===== src/hw/rtl/pixel_channel_format_convert_defines.svh =====
// Assertion macros for the pixel channel format converter.
// Included by files that check their own logic; depends on nothing else.
`ifndef PIXEL_CHANNEL_FORMAT_CONVERT_DEFINES_SVH
`define PIXEL_CHANNEL_FORMAT_CONVERT_DEFINES_SVH

`ifndef NO_ASSERTIONS
// Same-cycle implication, checked at every rising edge out of reset.
`define PCFC_ASSERT_NOW(lbl, clk, rst_n, ante, cons, msg) \
  lbl: assert property (@(posedge clk) disable iff (!rst_n) (ante) |-> (cons)) \
    else $error(msg);
// Next-cycle implication, checked at every rising edge out of reset.
`define PCFC_ASSERT_NEXT(lbl, clk, rst_n, ante, cons, msg) \
  lbl: assert property (@(posedge clk) disable iff (!rst_n) (ante) |=> (cons)) \
    else $error(msg);
`else
`define PCFC_ASSERT_NOW(lbl, clk, rst_n, ante, cons, msg)
`define PCFC_ASSERT_NEXT(lbl, clk, rst_n, ante, cons, msg)
`endif

`endif


===== src/hw/rtl/pcfc_pkg.sv =====
// Shared constants, types and helper functions of the pixel channel format converter.
// Used by pcfc_lane, pixel_channel_format_convert and the testbench; depends on nothing.
package pcfc_pkg;

  // Channel and depth limits.
  localparam int unsigned MAX_CHANNELS      = 4;
  localparam int unsigned MAX_CHANNEL_DEPTH = 16;

  // Field widths.
  localparam int unsigned PIXEL_W    = 64;
  localparam int unsigned DEPTH_W    = 5;
  localparam int unsigned COUNT_W    = 3;
  localparam int unsigned FRAC_W     = 16;
  localparam int unsigned OFF_W      = 7;
  localparam int unsigned SUM_W      = 18;
  localparam int unsigned K_W        = 3;
  localparam int unsigned PROD_W     = SUM_W + FRAC_W;
  localparam int unsigned QUOT_W     = 18;
  localparam int unsigned CFG_IDX_W  = 3;
  localparam int unsigned CFG_DATA_W = 20;
  localparam int unsigned SEL_W      = 4 * MAX_CHANNELS;
  localparam int unsigned DEPTHS_W   = DEPTH_W * MAX_CHANNELS;

  // Reciprocal of three, exact for quotients below 2^19.
  localparam int unsigned RECIP3_SHIFT = 20;
  localparam int unsigned RECIP3_W     = 19;
  localparam logic [RECIP3_W-1:0] RECIP3 = RECIP3_W'(((1 << RECIP3_SHIFT) + 2) / 3);

  // Reset values of the configuration registers.
  localparam logic [COUNT_W-1:0]  RST_SOURCE_COUNT  = COUNT_W'(4);
  localparam logic [COUNT_W-1:0]  RST_TARGET_COUNT  = COUNT_W'(4);
  localparam logic [DEPTHS_W-1:0] RST_SOURCE_DEPTHS = DEPTHS_W'(270600);
  localparam logic [DEPTHS_W-1:0] RST_TARGET_DEPTHS = DEPTHS_W'(270600);
  localparam logic [SEL_W-1:0]    RST_SOURCE_SELECT = SEL_W'(33825);
  localparam logic [MAX_CHANNELS-1:0] RST_ALPHA_FILL = MAX_CHANNELS'(8);

  // Configuration register indexes.
  typedef enum logic [CFG_IDX_W-1:0] {
    REG_SOURCE_COUNT  = 3'd0,
    REG_TARGET_COUNT  = 3'd1,
    REG_SOURCE_DEPTHS = 3'd2,
    REG_TARGET_DEPTHS = 3'd3,
    REG_SOURCE_SELECT = 3'd4,
    REG_ALPHA_FILL    = 3'd5
  } cfg_reg_e;

  // Stage enables handed to each scaling lane.
  typedef struct packed {
    logic s3_en;
    logic s4_en;
    logic s5_en;
  } lane_ctrl_t;

  // All ones in the low n bits, n from 0 to 16.
  function automatic logic [FRAC_W-1:0] full_mask(input logic [DEPTH_W-1:0] n);
    logic [FRAC_W:0] one_shl;
    one_shl = (FRAC_W+1)'(1) << n;
    return FRAC_W'(one_shl - (FRAC_W+1)'(1));
  endfunction

  // Widen a d-bit value (d from 1 to 16) to 16 bits by repeating its bits
  // from the top down. Each step doubles the number of copies.
  function automatic logic [FRAC_W-1:0] widen16(input logic [FRAC_W-1:0] v,
                                                input logic [DEPTH_W-1:0] d);
    logic [FRAC_W-1:0] t;
    logic [7:0]        dd;
    dd = {3'b000, d};
    t  = v << (DEPTH_W'(FRAC_W) - d);
    t  = t | (t >> dd);
    t  = t | (t >> (dd << 1));
    t  = t | (t >> (dd << 2));
    t  = t | (t >> (dd << 3));
    return t;
  endfunction

endpackage


===== src/hw/rtl/pcfc_lane.sv =====
// One destination channel of the converter: rescales the channel sum to the
// destination depth over three register stages. Depends on pcfc_pkg.
module pcfc_lane (
  input  logic                                clk_i,
  input  pcfc_pkg::lane_ctrl_t                ctrl_i,
  input  logic [pcfc_pkg::SUM_W-1:0]          sum_i,
  input  logic [pcfc_pkg::K_W-1:0]            cnt_i,
  input  logic                                fill_i,
  input  logic [pcfc_pkg::DEPTH_W-1:0]        depth_i,
  output logic [pcfc_pkg::FRAC_W-1:0]         val_o
);

  localparam int unsigned SumW   = pcfc_pkg::SUM_W;
  localparam int unsigned FracW  = pcfc_pkg::FRAC_W;
  localparam int unsigned ProdW  = pcfc_pkg::PROD_W;
  localparam int unsigned QuotW  = pcfc_pkg::QUOT_W;
  localparam int unsigned KW     = pcfc_pkg::K_W;
  localparam int unsigned R3W    = pcfc_pkg::RECIP3_W;
  localparam int unsigned R3S    = pcfc_pkg::RECIP3_SHIFT;

  logic [FracW-1:0] full;
  logic [ProdW-1:0] prod_d, prod_q;
  logic [KW-1:0]    k3_q, k4_q;
  logic [FracW-1:0] fillv3_q, fillv4_q;
  logic [QuotW-1:0] quot_d, quot_q;
  logic [FracW-1:0] val_d, val_q;

  // Stage 3: product of the channel sum and the full scale of the depth.
  always_comb begin
    full   = pcfc_pkg::full_mask(depth_i);
    prod_d = ProdW'(sum_i) * ProdW'(full);
  end

  always_ff @(posedge clk_i) begin
    if (ctrl_i.s3_en) begin
      prod_q   <= prod_d;
      k3_q     <= cnt_i;
      fillv3_q <= fill_i ? full : '0;
    end
  end

  // Stage 4: divide by 65535, using 65536 = 65535 + 1 twice and one correction.
  logic [SumW-1:0]  hi_a;
  logic [FracW-1:0] lo_b;
  logic [SumW:0]    part_r;
  logic [2:0]       hi_c;
  logic [FracW:0]   part_s;
  logic [SumW:0]    quot_w;

  always_comb begin
    hi_a   = prod_q[ProdW-1:FracW];
    lo_b   = prod_q[FracW-1:0];
    part_r = (SumW+1)'(hi_a) + (SumW+1)'(lo_b);
    hi_c   = part_r[SumW:FracW];
    part_s = (FracW+1)'(hi_c) + (FracW+1)'(part_r[FracW-1:0]);
    quot_w = (SumW+1)'(hi_a) + (SumW+1)'(hi_c)
           + (SumW+1)'(part_s >= (FracW+1)'(17'h0FFFF));
    quot_d = QuotW'(quot_w);
  end

  always_ff @(posedge clk_i) begin
    if (ctrl_i.s4_en) begin
      quot_q   <= quot_d;
      k4_q     <= k3_q;
      fillv4_q <= fillv3_q;
    end
  end

  // Stage 5: divide by the number of averaged sources, or take the fill value when there is none.
  logic [QuotW+R3W-1:0] third;

  always_comb begin
    third = (QuotW+R3W)'(quot_q) * (QuotW+R3W)'(pcfc_pkg::RECIP3);
    case (k4_q)
      3'd0:    val_d = fillv4_q;
      3'd1:    val_d = FracW'(quot_q);
      3'd2:    val_d = FracW'(quot_q >> 1);
      3'd3:    val_d = FracW'(third >> R3S);
      3'd4:    val_d = FracW'(quot_q >> 2);
      default: val_d = '0;
    endcase
  end

  always_ff @(posedge clk_i) begin
    if (ctrl_i.s5_en) begin
      val_q <= val_d;
    end
  end

  assign val_o = val_q;

endmodule


===== config.mk =====
export PLATFORM = sky130hd
export DESIGN_NAME = pcfc_lane
export DESIGN_NICKNAME = d
export VERILOG_FILES = /design/src/hw/rtl/pixel_channel_format_convert_defines.svh /design/src/hw/rtl/pcfc_pkg.sv /design/src/hw/rtl/pcfc_lane.sv
export SDC_FILE = /design/constraint.sdc
export NUM_CORES = 1
export LEC_CHECK = 0
export BUFFER_PORTS_ARGS = -buffer_cell sky130_fd_sc_hd__clkbuf_2
export CAP_MARGIN = 15
export CORE_MARGIN = 2
export CORE_UTILIZATION = 60
export DETAILED_ROUTE_END_ITERATION = 10
export HOLD_SLACK_MARGIN = 0.1
export PLACE_DENSITY = 0.89
export SETUP_SLACK_MARGIN = 0.1
export SYNTH_ARGS = -nofsm -noshare
export SYNTH_HDL_FRONTEND = slang
export SYNTH_SLANG_ARGS = --single-unit

===== constraint.sdc =====
create_clock -name clk_i -period 7.95 [get_ports clk_i]
set_input_delay 0.795 -clock clk_i [delete_from_list [all_inputs] [get_ports clk_i]]
set_output_delay 0.795 -clock clk_i [all_outputs]
set_load 0.02 [all_outputs]

==> impl_metrics.json, run 1 <==
{
  "outcome": "finished clean",
  "maxSlewHeadroom": 0.387,
  "maxCapViolCount": 0,
  "synth_edf_count": 106,
  "final_nets": 2809,
  "cp.arrival_ns": 7.76,
  "max_freq_ghz": 0.131,
  "die_area_um2": 35300,
  "cts_tree": "built",
  "clk_pin_slew_ns": 0.08,
  "synthToLayoutAreaGrowth_pct": 7.70,
  "grt_usage": 0.286,
  "avgSynthCellArea_um2": 9.62,
  "clock_sinks": 106,
  "ioPinCount": 47,
  "numPortBuffers": 46,
  "yosys-top-cells-count": "inv_1 (489), fa_1 (336), ha_1 (280), nand2_1 (205), and2_1 (116)",
  "initial_core_util": 0.608,
  "viasPerCell": 5.72,
  "synth_nets": 2754,
  "wl_um": 48800,
  "ys_seq_area_frac": 0.157,
  "grt_pass1_vias": 16200,
  "rsz0062_at_grt": "false",
  "cp.required_ns": 8.08,
  "post-route-min-period_ns": 7.63,
  "n_antenna_cell": 0,
  "yosysMostFrequentCell": "inv_1",
  "async_flop_share": 0,
  "root_buffer": "clkbuf_16",
  "coreArea_um2": 33400,
  "grt_overflow": 0,
  "cts_max_level": 3,
  "grt_start_max_net_pins": 54,
  "synth_top_area_cell": "fa_1",
  "finalCritPeriodShare": 0.960,
  "die_w_um": 188,
  "yosys_most_used_dff": "edfxtp_1",
  "hold_path.class": "flop to flop",
  "ys_top_cells_by_area": "fa_1 (33%), ha_1 (17%), edfxtp_1 (16%)",
  "ys_ff_latch": 106,
  "row_count": 67,
  "hold_viol": 0,
  "netlist_area_um2": 20300,
  "slew_violations": 0,
  "drt_first_pass_iters": 6,
  "critPathLaunchType": "input port",
  "die_h_um": 188,
  "place_ws_ns": -0.212,
  "crit_path_end_kind": "flop",
  "final_layout_size_suffix_gt1_frac": 0.0757,
  "critical_path_class": "input port to flop",
  "clock_skew_ns": 0.00620,
  "vias": 15000,
  "final_antenna_net_count": 0,
  "yosys_warnings": 0,
  "final_util": 0.654,
  "setup_viol": 0,
  "drc": 0,
  "cts_made_buffers": 9,
  "slowest_stage": "fa_1",
  "antenna_found_initial": 2,
  "setup_slack_ns": 0.317,
  "hpwl_um": 40300,
  "yosysUniqueCellTypes": 53,
  "grt_pass1_wl_um": 78900,
  "clk_latency_ns": 0.37,
  "netlist_instances": 2107,
  "cts_buffer_depth": 2,
  "wire_per_inst_um": 18.7,
  "tightest_slew_ns": 0.919,
  "critical_path.most_common_cell": "fa_1",
  "gp_congestion": 0.976,
  "dpl_cell_area_um2": 21300,
  "fin_area_um2": 21800,
  "slowest_delay_ns": 0.55,
  "synth_top_area_frac": 0.332,
  "cp_max_fo": 9,
  "drt_iter0_markers": 995
}
[worst max-delay path, delay by kind of cell]
family / cells / cell delay (ns)
simple gates: 9 / 1.76
fa+ha+maj: 8 / 3.47
compound gates: 6 / 1.02
buf+inv: 6 / 0.56
xor+xnor: 1 / 0.12
[timing repair]
action | 4_1_cts | 5_1_grt
endpoints found under the setup margin | 0 | 13
hold buffers | 0 | 0
buffers inserted | 0 | 10
gates resized for setup | 0 | 25
[cell type report]
class / instances / area, µm²
clock buffer: 9 / 225
multi-input combinational: 1454 / 15300
sequential: 106 / 3180
inverter: 489 / 1840
timing repair buffer: 102 / 687
tap: 448 / 561
clock inverter: 7 / 73.8
fill: 2528 / 11500
[logic make-up after synthesis]
logic type / share of synthesized area
XOR/XNOR: 0.0311
adder cells (fa/ha/maj): 0.505
buffers and inverters: 0.101
AO/OA/AOI/OAI: 0.0689
AND/OR/NAND/NOR: 0.128
multiplexers: 0.00950
flip-flops: 0.157
[path summary, 6_finish.rpt]
kind	from	endpoint	slack (ns)	depth (start not counted)
worst min-delay path	fillv3_q[3]	fillv4_q[3]	0.42	0
worst max-delay path	depth_i[4]	prod_q[30]	0.32	30
worst min register to register	fillv3_q[3]	fillv4_q[3]	0.42	0
worst max register to register	prod_q[16]	quot_q[14]	0.74	27
[cells in the final DEF (no fill, tap or decap), types with 16 or more instances in the layout]
master and count:
nor2b_1 36, ha_1 273, clkbuf_2 46, and2_1 115, o21ai_0 39, fa_1 335, a21oi_1 62, inv_1 489
xnor2_1 51, a21o_1 21, buf_4 51, nand2_1 201, mux2i_1 16, nand2b_1 22, edfxtp_1 106, xor2_1 20
nor2_1 72
[state kept, by name, indices dropped and copies added (netlist names)]
name,flops
quot_q,18
k4_q,3
fillv3_q,16
k3_q,3
val_o,16
fillv4_q,16
prod_q,34
[through the flow]
stage          std cells  hold WS, ns  TNS, ns
6_report            2615        0.418        0
5_1_grt             2615        0.420        0
4_1_cts             2604        0.421        0
3_5_place_dp        2588        0.405   -0.782
3_3_place_gp        2588        0.400        0
2_1_floorplan       2107        0.400        0
[per-layer routing]
metal,global-route usage,vias to the layer above,share of wire
li1,-,6734,-
met1,0.323,7422,0.36
met2,0.524,608,0.52
met3,0.0451,192,0.061
met4,0.141,2,0.055
met5,0,-,0.00029
Power of run 1 is left out: the tool's default activity adds up to more than one toggle a clock period on the data nets, which glitch-free logic cannot reach.
==> run 2: changes to the inputs <==
--- a/config.mk
+++ b/config.mk
@@ -7,10 +7,11 @@
 export LEC_CHECK = 0
 export BUFFER_PORTS_ARGS = -buffer_cell sky130_fd_sc_hd__clkbuf_2
 export CAP_MARGIN = 15
-export CORE_MARGIN = 2
+export CORE_MARGIN = 3
 export CORE_UTILIZATION = 60
 export DETAILED_ROUTE_END_ITERATION = 10
 export HOLD_SLACK_MARGIN = 0.1
+export MAX_ROUTING_LAYER = met4
 export PLACE_DENSITY = 0.89
 export SETUP_SLACK_MARGIN = 0.1
 export SYNTH_ARGS = -nofsm -noshare
==> impl_metrics.json, run 2 (synthesis gave the netlist of run 1 again) <==
{
  "hold_viol": 0,
  "die_h_um": 190,
  "ioPinCount": 47,
  "wl_um": 48900,
  "grt_start_max_net_pins": 54,
  "layout_common_cells": "inv_1 (489), fa_1 (336), ha_1 (277)",
  "grt_usage": 0.291,
  "clock_sinks": 106,
  "slowest_delay_ns": 0.57,
  "fin_setup_tns_ns": 0,
  "clk_latency_ns": 0.36,
  "hpwl_um": 40700,
  "final_antenna_net_count": 0,
  "critPathLaunchType": "input port",
  "wire_per_inst_um": 18.8,
  "maxSlewHeadroom": 0.406,
  "largest_register_ffs": 34,
  "n_antenna_cell": 0,
  "setup_viol": 0,
  "finalCritPeriodShare": 0.952,
  "cp.arrival_ns": 7.69,
  "largest_register": "prod_q",
  "cts_buffer_depth": 2,
  "postCtsHoldBufs": 0,
  "grt_pass1_wl_um": 80200,
  "cp.required_ns": 8.07,
  "tightest_slew_ns": 0.891,
  "crit_path_end_kind": "flop",
  "slew_violations": 0,
  "vias": 14900,
  "initial_core_util": 0.615,
  "slowest_stage": "fa_1",
  "rsz0062_at_grt": "false",
  "drt_iter0_markers": 872,
  "synthToLayoutAreaGrowth_pct": 7.15,
  "critical_path.most_common_cell": "fa_1",
  "largestRegisters": "prod_q: 34 flops, quot_q: 18 flops",
  "hold_path.class": "flop to flop",
  "coreArea_um2": 32900,
  "drt_first_pass_iters": 5,
  "outcome": "finished clean",
  "gp_congestion": 0.935,
  "post-route-min-period_ns": 7.57,
  "antenna_found_initial": 0,
  "clk_pin_slew_ns": 0.08,
  "final_nets": 2803,
  "grt_pass1_vias": 16300,
  "drc": 0,
  "cp_max_fo": 8,
  "viasPerCell": 5.73,
  "mostFrequentLayoutCell": "inv_1",
  "cts_tree": "built",
  "root_buffer": "clkbuf_16",
  "cts_max_level": 3,
  "row_count": 66,
  "max_freq_ghz": 0.132,
  "final_layout_size_suffix_gt1_frac": 0.0689,
  "clock_skew_ns": 0.0112,
  "die_w_um": 190,
  "grt_overflow": 0,
  "maxCapViolCount": 0,
  "cts_made_buffers": 9,
  "numPortBuffers": 46,
  "critical_path_class": "input port to flop",
  "die_area_um2": 36000
}
[run 2: changes by cell type in the layout (fill, tap and decap cells not counted), sizes merged]
cell,before,now
buf,56,50
bufinv,0,1
clkbuf,55,56
clkinv,4,1
inv,491,492
[run 2: timing repair]
action / 4_1_cts / 5_1_grt
resized for setup: 0 / 11
endpoints found under the setup margin: 0 / 10
setup buffers: 0 / 0
[run 2: layout make-up]
cell class | instances | area [µm²]
inverter | 489 | 1840
timing repair buffer | 96 | 626
fill | 2440 | 11200
clock buffer | 10 | 229
clock inverter | 6 | 82.6
sequential | 106 | 3180
multi-input combinational | 1454 | 15200
tap | 442 | 553
[run 2: path summary, 6_finish.rpt]
kind / from / endpoint / slack [ns] / cells past startpoint
min reg2reg: fillv3_q[1] / fillv4_q[1] / 0.42 / 0
min: fillv3_q[1] / fillv4_q[1] / 0.42 / 0
max: depth_i[4] / prod_q[30] / 0.38 / 31
max reg2reg: prod_q[16] / quot_q[14] / 0.79 / 27
[run 2: metrics by stage]
| step | std cells | setup slack, ns | hold WS (ns) | cell area (µm²) | util |
|---|---|---|---|---|---|
| 6_report | 2603 | 0.378 | 0.424 | 21700 | 0.659 |
| 5_1_grt | 2603 | 0.0870 | 0.431 | 21700 | 0.659 |
| 4_1_cts | 2603 | 0.211 | 0.426 | 21700 | 0.658 |
| 3_5_place_dp | 2587 | -0.166 | 0.405 | 21400 | 0.648 |
| 3_3_place_gp | 2587 | 0.0527 | 0.402 | 21400 | 0.648 |
| 2_1_floorplan | 2107 | 0.0721 | 0.400 | 20400 | - |
[run 2: critical path: cells and delay by family]
kind / cells / cell delay [ns]
buf+inv: 7 / 0.58
compound gates: 7 / 1.36
xor+xnor: 1 / 0.07
simple gates: 8 / 1.39
fa+ha+maj: 8 / 3.49
[run 2: routing by layer]
| metal | up-vias | part of all wire | GRT usage | routed length (µm) |
|---|---|---|---|---|
| met1 | 7364 | 0.37 | 0.333 | 18200 |
| met2 | 625 | 0.51 | 0.499 | 24800 |
| met5 | - | 0 | - | 0 |
| met4 | 0 | 0.062 | 0.157 | 3020 |
| li1 | 6718 | - | - | - |
| met3 | 199 | 0.058 | 0.0391 | 2830 |
Power of run 2 is left out for the same reason.
